$ cat src/rtl/gisc_pkg.sv
// ----------------------------------------------------------------------------
// gisc_pkg
// Shared types, constants and modular add for the grid independent set
// counter.
// ----------------------------------------------------------------------------
package gisc_pkg;

    localparam int COUNT_W   = 27;
    localparam int BLOCKED_W = 12;
    localparam int CFG_W     = 4;

    localparam logic [COUNT_W:0] COUNT_MODULUS = 28'd100000000;

    typedef enum logic [5:0] {
        ST_IDLE   = 6'b000001,
        ST_XFORM  = 6'b000010,
        ST_XDRAIN = 6'b000100,
        ST_WRITE  = 6'b001000,
        ST_WDRAIN = 6'b010000,
        ST_DONE   = 6'b100000
    } gisc_state_t;

    typedef struct packed {
        logic [BLOCKED_W-1:0] blocked_mask;
        logic                 last_row;
    } gisc_item_t;

    function automatic logic [COUNT_W-1:0] add_mod(input logic [COUNT_W-1:0] a,
                                                   input logic [COUNT_W-1:0] b);
        logic [COUNT_W:0] s;
        s = {1'b0, a} + {1'b0, b};
        if (s >= COUNT_MODULUS) begin
            s = s - COUNT_MODULUS;
        end
        return s[COUNT_W-1:0];
    endfunction

endpackage

$ cat src/rtl/gisc_engine.sv
// ----------------------------------------------------------------------------
// gisc_engine
// Row sequencer: in-place subset-sum pass over the previous-row table, then
// a sweep that writes the new row into the other table and sums it; the pass is skipped on a grid's first row.
// ----------------------------------------------------------------------------
module gisc_engine
    import gisc_pkg::*;
#(
    parameter int W = 12
) (
    input  logic               aclk,
    input  logic               aresetn,
    input  logic [CFG_W-1:0]   column_count,
    input  logic               item_valid,
    input  gisc_item_t         item,
    output logic               item_ready,
    input  logic               res_ready,
    output logic               res_valid,
    output logic [COUNT_W-1:0] res_count,
    output logic               we0,
    output logic               we1,
    output logic [W-1:0]       waddr,
    output logic [COUNT_W-1:0] wdata,
    output logic [W-1:0]       raddr_a,
    output logic [W-1:0]       raddr_b,
    input  logic [COUNT_W-1:0] rd0_a,
    input  logic [COUNT_W-1:0] rd0_b,
    input  logic [COUNT_W-1:0] rd1_a,
    input  logic [COUNT_W-1:0] rd1_b
);

    localparam int          WIDTH_W  = $clog2(W + 1);
    localparam logic [W-1:0] ALL_ONES = {W{1'b1}};
    localparam logic [4:0]  MAX_COLS = 5'(W);

    gisc_state_t          state_reg, state_next;
    logic                 first_reg, first_next;
    logic                 bank_reg, bank_next;
    logic                 last_reg, last_next;
    logic [WIDTH_W-1:0]   width_reg, width_next;
    logic [WIDTH_W-1:0]   bit_reg, bit_next;
    logic [W-1:0]         blocked_reg, blocked_next;
    logic [W-1:0]         idx_reg, idx_next;
    logic                 pend_x_reg, pend_x_next;
    logic                 pend_w_reg, pend_w_next;
    logic                 pend_set_reg, pend_set_next;
    logic [W-1:0]         pend_addr_reg, pend_addr_next;
    logic [COUNT_W-1:0]   total_reg, total_next;

    logic [4:0]           col_ext;
    logic [WIDTH_W-1:0]   width_in;
    logic [W-1:0]         full;
    logic [W-1:0]         bit_mask;
    logic [COUNT_W-1:0]   prev_a, prev_b;
    logic [COUNT_W-1:0]   xsum;
    logic                 allowed;
    logic [COUNT_W-1:0]   new_val;
    logic                 xwrite;

    assign col_ext  = {1'b0, column_count};
    assign width_in = WIDTH_W'((col_ext > MAX_COLS) ? MAX_COLS : col_ext);
    assign full     = ~(ALL_ONES << width_reg);
    assign bit_mask = W'(1) << bit_reg;

    assign prev_a = bank_reg ? rd1_a : rd0_a;
    assign prev_b = bank_reg ? rd1_b : rd0_b;
    assign xsum   = add_mod(prev_a, prev_b);

    assign allowed = ((pend_addr_reg & ~full) == '0)
                  && ((pend_addr_reg & (pend_addr_reg << 1)) == '0)
                  && ((pend_addr_reg & blocked_reg) == '0);
    assign new_val = allowed ? (first_reg ? COUNT_W'(1) : prev_a) : '0;

    assign xwrite  = pend_x_reg & pend_set_reg;
    assign we0     = (xwrite & ~bank_reg) | (pend_w_reg & bank_reg);
    assign we1     = (xwrite & bank_reg) | (pend_w_reg & ~bank_reg);
    assign waddr   = pend_addr_reg;
    assign wdata   = pend_w_reg ? new_val : xsum;
    assign raddr_a = (state_reg == ST_WRITE) ? (full & ~idx_reg) : idx_reg;
    assign raddr_b = idx_reg ^ bit_mask;

    assign item_ready = (state_reg == ST_IDLE);
    assign res_count  = total_reg;

    always_comb begin
        state_next     = state_reg;
        first_next     = first_reg;
        bank_next      = bank_reg;
        last_next      = last_reg;
        width_next     = width_reg;
        bit_next       = bit_reg;
        blocked_next   = blocked_reg;
        idx_next       = idx_reg;
        pend_x_next    = 1'b0;
        pend_w_next    = 1'b0;
        pend_set_next  = 1'b0;
        pend_addr_next = idx_reg;
        total_next     = total_reg;
        res_valid      = 1'b0;

        if (pend_w_reg) begin
            total_next = add_mod(total_reg, new_val);
        end

        case (state_reg)
            ST_IDLE: begin
                if (item_valid) begin
                    width_next   = width_in;
                    blocked_next = W'(item.blocked_mask);
                    last_next    = item.last_row;
                    bit_next     = '0;
                    idx_next     = '0;
                    total_next   = '0;
                    if (first_reg || width_in == '0) begin
                        state_next = ST_WRITE;
                    end else begin
                        state_next = ST_XFORM;
                    end
                end
            end
            ST_XFORM: begin
                pend_x_next   = 1'b1;
                pend_set_next = |(idx_reg & bit_mask);
                if (idx_reg == full) begin
                    idx_next   = '0;
                    state_next = ST_XDRAIN;
                end else begin
                    idx_next = idx_reg + W'(1);
                end
            end
            ST_XDRAIN: begin
                if (bit_reg == width_reg - WIDTH_W'(1)) begin
                    bit_next   = '0;
                    state_next = ST_WRITE;
                end else begin
                    bit_next   = bit_reg + WIDTH_W'(1);
                    state_next = ST_XFORM;
                end
            end
            ST_WRITE: begin
                pend_w_next = 1'b1;
                if (idx_reg == ALL_ONES) begin
                    idx_next   = '0;
                    state_next = ST_WDRAIN;
                end else begin
                    idx_next = idx_reg + W'(1);
                end
            end
            ST_WDRAIN: begin
                bank_next  = ~bank_reg;
                first_next = last_reg;
                state_next = ST_DONE;
            end
            ST_DONE: begin
                if (!last_reg) begin
                    state_next = ST_IDLE;
                end else if (res_ready) begin
                    res_valid  = 1'b1;
                    state_next = ST_IDLE;
                end
            end
            default: begin
                state_next = ST_IDLE;
            end
        endcase
    end

    always_ff @(posedge aclk) begin
        if (!aresetn) begin
            state_reg  <= ST_IDLE;
            first_reg  <= 1'b1;
            bank_reg   <= 1'b0;
            pend_x_reg <= 1'b0;
            pend_w_reg <= 1'b0;
        end else begin
            state_reg  <= state_next;
            first_reg  <= first_next;
            bank_reg   <= bank_next;
            pend_x_reg <= pend_x_next;
            pend_w_reg <= pend_w_next;
        end
    end

    always_ff @(posedge aclk) begin
        last_reg      <= last_next;
        width_reg     <= width_next;
        bit_reg       <= bit_next;
        blocked_reg   <= blocked_next;
        idx_reg       <= idx_next;
        pend_set_reg  <= pend_set_next;
        pend_addr_reg <= pend_addr_next;
        total_reg     <= total_next;
    end

endmodule
$ cat config.mk
export PLATFORM = sky130hd
export DESIGN_NAME = gisc_engine
export DESIGN_NICKNAME = d
export VERILOG_FILES = /design/src/rtl/gisc_pkg.sv /design/src/rtl/gisc_engine.sv
export SDC_FILE = /design/constraint.sdc
export NUM_CORES = 1
export LEC_CHECK = 0
export BUFFER_PORTS_ARGS = -buffer_cell sky130_fd_sc_hd__buf_4
export CORE_UTILIZATION = 38
export CTS_BUF_LIST = sky130_fd_sc_hd__clkbuf_4
export CTS_CLUSTER_DIAMETER = 120
export DETAILED_ROUTE_END_ITERATION = 8
export SYNTH_ARGS = -nofsm -noshare
export SYNTH_HDL_FRONTEND = slang
export SYNTH_SLANG_ARGS = --single-unit
$ cat constraint.sdc
create_clock -name aclk -period 10.8 [get_ports aclk]
set_input_delay 1.08 -clock aclk [delete_from_list [all_inputs] [get_ports aclk]]
set_output_delay 1.08 -clock aclk [all_outputs]
set_load 0.005 [all_outputs]
==> summary.md <==
| Metric | Value |
|---|---|
| Max-Cap Viols | `0` |
| Status | `finished, final reports clean` |
| Mapped Avg Cell Area | `8.07 µm²` |
| Syn Inst Count | `1219` |
| Chip width | `approximately 160 µm` |
| CP arrival | `6680 ps` |
| Vias in the first global route | `9281` |
| Worst EP required | `9720 ps` |
| Min Clock Period, post-route | `7760 ps` |
| Total CTS buffers | `9` |
| Startpoint Class | `register` |
| Top_reg_cell synth | `dfxtp_1` |
| Effective utilization at floorplan | `0.389` |
| Pins Over Slew Limit | `0` |
| Clock latency on the worst-skew pair | `470 ps` |
| CP Capture Type | `output pin` |
| Routability Congestion | `0.938` |
| R2R setup slack | `3210 ps` |
| Core Area | `25300 µm²` |
| Largest net degree at the start of global routing | `55` |
| FF-to-FF path depth | `26` |
| Fin nets | `1626` |
| Full die area | `26500 µm²` |
| RR Startpoint | `width_reg[0]` |
| Critical-path top delay cell | `o31ai_4` |
| Area contributors post-synth | `ha_1, dfxtp_1, edfxtp_1, mux2_2, a21oi_1` |
| Mapped Area | `9840 µm²` |
| Slew headroom | `0.245` |
| Overflow after GRT | `0` |
| Hold path start | `idx_reg[10]` |
| CTS Sinks | `83` |
| VDD IR max | `0.104 mV` |
| Post-synth top area share | `0.117` |
| Hold Path Depth | `0` |
| Crit Reg-Reg Endpoint | `res_count[22]` |
| Crit Path Category | `register to output pin` |
| Synth top cells by count | `nor2_1, ha_1, nand2_1` |
| Average vias per placed instance | `roughly 5.6` |
| Post-route insts no fill | `1739` |
| Iter 0 DRT Violations | `583` |
| CTS Hold Bufs | `0` |
| Drt first pass iters | `5` |
| Synthesized Nets | `1442` |
| Placed Instances | `1722` |
| Largest register FFs | `27` |
| Count leader, synth | `nor2_1` |
| # rows | `58` |
| Final wirelength | `30.1 mm` |
| Root buffer cell | `clkbuf_4` |
| TritonCTS clock tree | `built` |
| Final HPWL DP | `24.4 mm` |
| First-pass GRT wire length | `47.9 mm` |
| Detail Route Antenna Nets | `0` |
| Clk slew on worst S/H paths | `160 ps` |
| RSZ-0062 raised after global routing | `no` |
| H-tree depth | `3` |
| CP peak stage delay | `~950 ps` |
| Pwr dens | `152 nW/µm²` |
| Layout cell share with drive strength beyond 1 | `0.251` |
| CTS max path bufs | `2` |
| Final Cycle Share | `0.719` |
| HP Class | `register to register` |
| Synth Register Bits | `83` |
| Initial antenna violation count | `1` |
| Synth Warn # | `0` |
| Io pins | `223` |
| Final hold violations | `0` |
| Clk_skew | `between 20 and 25 ps` |
| I/O Buffers | `222` |
| Drt drc | `0` |
| CP max FO | `46` |
| Resized Gates After CTS | `0` |
| Cell variety after synth | `between 90 and 100` |
| Total negative slack | `0 ps` |
| Synth-to-layout area growth | `20.8%` |
| Gr usage total | `0.226` |
| Via count | `between 9000 and 10000` |
| Worst-margin pin slew | `1130 ps` |
| Seq/Total Area, Yosys | `0.203` |
| DR WL/cell | `17.3 µm` |
| Die Span Y | `163 µm` |
| Post-synth EDFFs | `33` |
| Cell taking the most area after synthesis | `ha_1` |
| Worst path cell trace | `buf_4 > mux2_2 > ha_1 > nand2_1 > a21oi_1 > nor2_1 > xnor2_1 > ha_1 > nand4b_1 > or4_1 > o311a_1 > o31a_1 > o31ai_4 > or4b_1 > o311ai_1 > buf_4` |
| Sink of the worst hold path | `waddr[10]` |
| Asr flop ratio synth | `0` |
| Leak pwr | `5.07 nW` |
| Post-CTS setup buffers | `0` |
| Final setup vio count | `0` |
| F_max | `129 MHz` |
## power breakdown
group          switching (W)  internal [W]  total [W]
sequential          0.000121      0.000428   0.000549
clock               0.000137     0.0000556   0.000193
combinational       0.000556      0.000510    0.00107
total               0.000814      0.000994    0.00181
## layout by cell type, fill, tap and decap left out, types with 21 or more instances in the layout
cell type / netlist / final
mux2_2: 69 / 69
and2_1: 21 / 21
edfxtp_1: 33 / 33
nand2_1: 91 / 91
nand3_1: 37 / 37
dfxtp_1: 50 / 48
nand4_1: 21 / 21
xnor2_1: 39 / 39
inv_1: 61 / 61
a21oi_1: 89 / 89
nor2b_1: 32 / 32
o21ai_0: 61 / 61
ha_1: 92 / 92
buf_4: 1 / 227
xor2_1: 23 / 23
a21o_1: 24 / 24
mux2i_1: 22 / 22
nor3_1: 30 / 30
nor2_1: 108 / 108
## logic make-up after synthesis
kind of cell,synth area share
xor+xnor,0.0585
fa+ha+maj,0.121
flops,0.203
compound gates,0.244
mux,0.101
simple gates,0.225
buf+inv,0.0468
## worst max-delay path by stage
stage	startpoint	slack, ps	to
2_1_floorplan	bank_reg	4400	wdata[16]
3_3_place_gp	rd0_a[0]	3500	wdata[16]
3_5_place_dp	width_reg[0]	3330	res_count[22]
4_1_cts	bank_reg	3070	wdata[16]
5_1_grt	bank_reg	2660	wdata[16]
6_report	bank_reg	3040	wdata[16]
## area by class of cell
type / instances / area [µm²]
fillers: 2481 / 13400
multi-input cells: 1020 / 7380
flip-flops and latches: 83 / 2000
repair buffers: 227 / 1700
well taps: 330 / 413
inverters: 62 / 233
clock inverters: 7 / 81.3
clock buffers: 9 / 67.6
diodes: 1 / 2.50
## stage by stage
step                      cell area, µm²  hold WS [ps]   util  power, W  worst slack, ps
final                              11900           512  0.470   0.00181             3040
after global routing               11900           545  0.470   0.00196             2660
after CTS                          11900           512  0.470   0.00182             3070
after detailed placement           11700           468  0.464   0.00161             3330
after global placement             11700           473  0.464   0.00161             3500
after floorplan                     9840           393      -   0.00115             4400
## layer usage
| layer | vias up | track usage | wire length [µm] |
|---|---|---|---|
| met2 | 290 | 0.383 | 14100 |
| met3 | 37 | 0.0270 | 1620 |
| met1 | 4536 | 0.300 | 13800 |
| met5 | - | 0 | 0 |
| li1 | 4877 | - | - |
| met4 | 0 | 0.0582 | 552 |
## worst max-delay path, delay by kind of cell, from the launching register on
kind | cells | cell delay, ps
fa+ha+maj | 2 | 640
compound gates | 5 | 2030
buf+inv | 2 | 740
simple gates | 5 | 1350
xor+xnor | 1 | 380
flops | 1 | 610
mux | 1 | 440
Power figures use the tool's default switching activity.
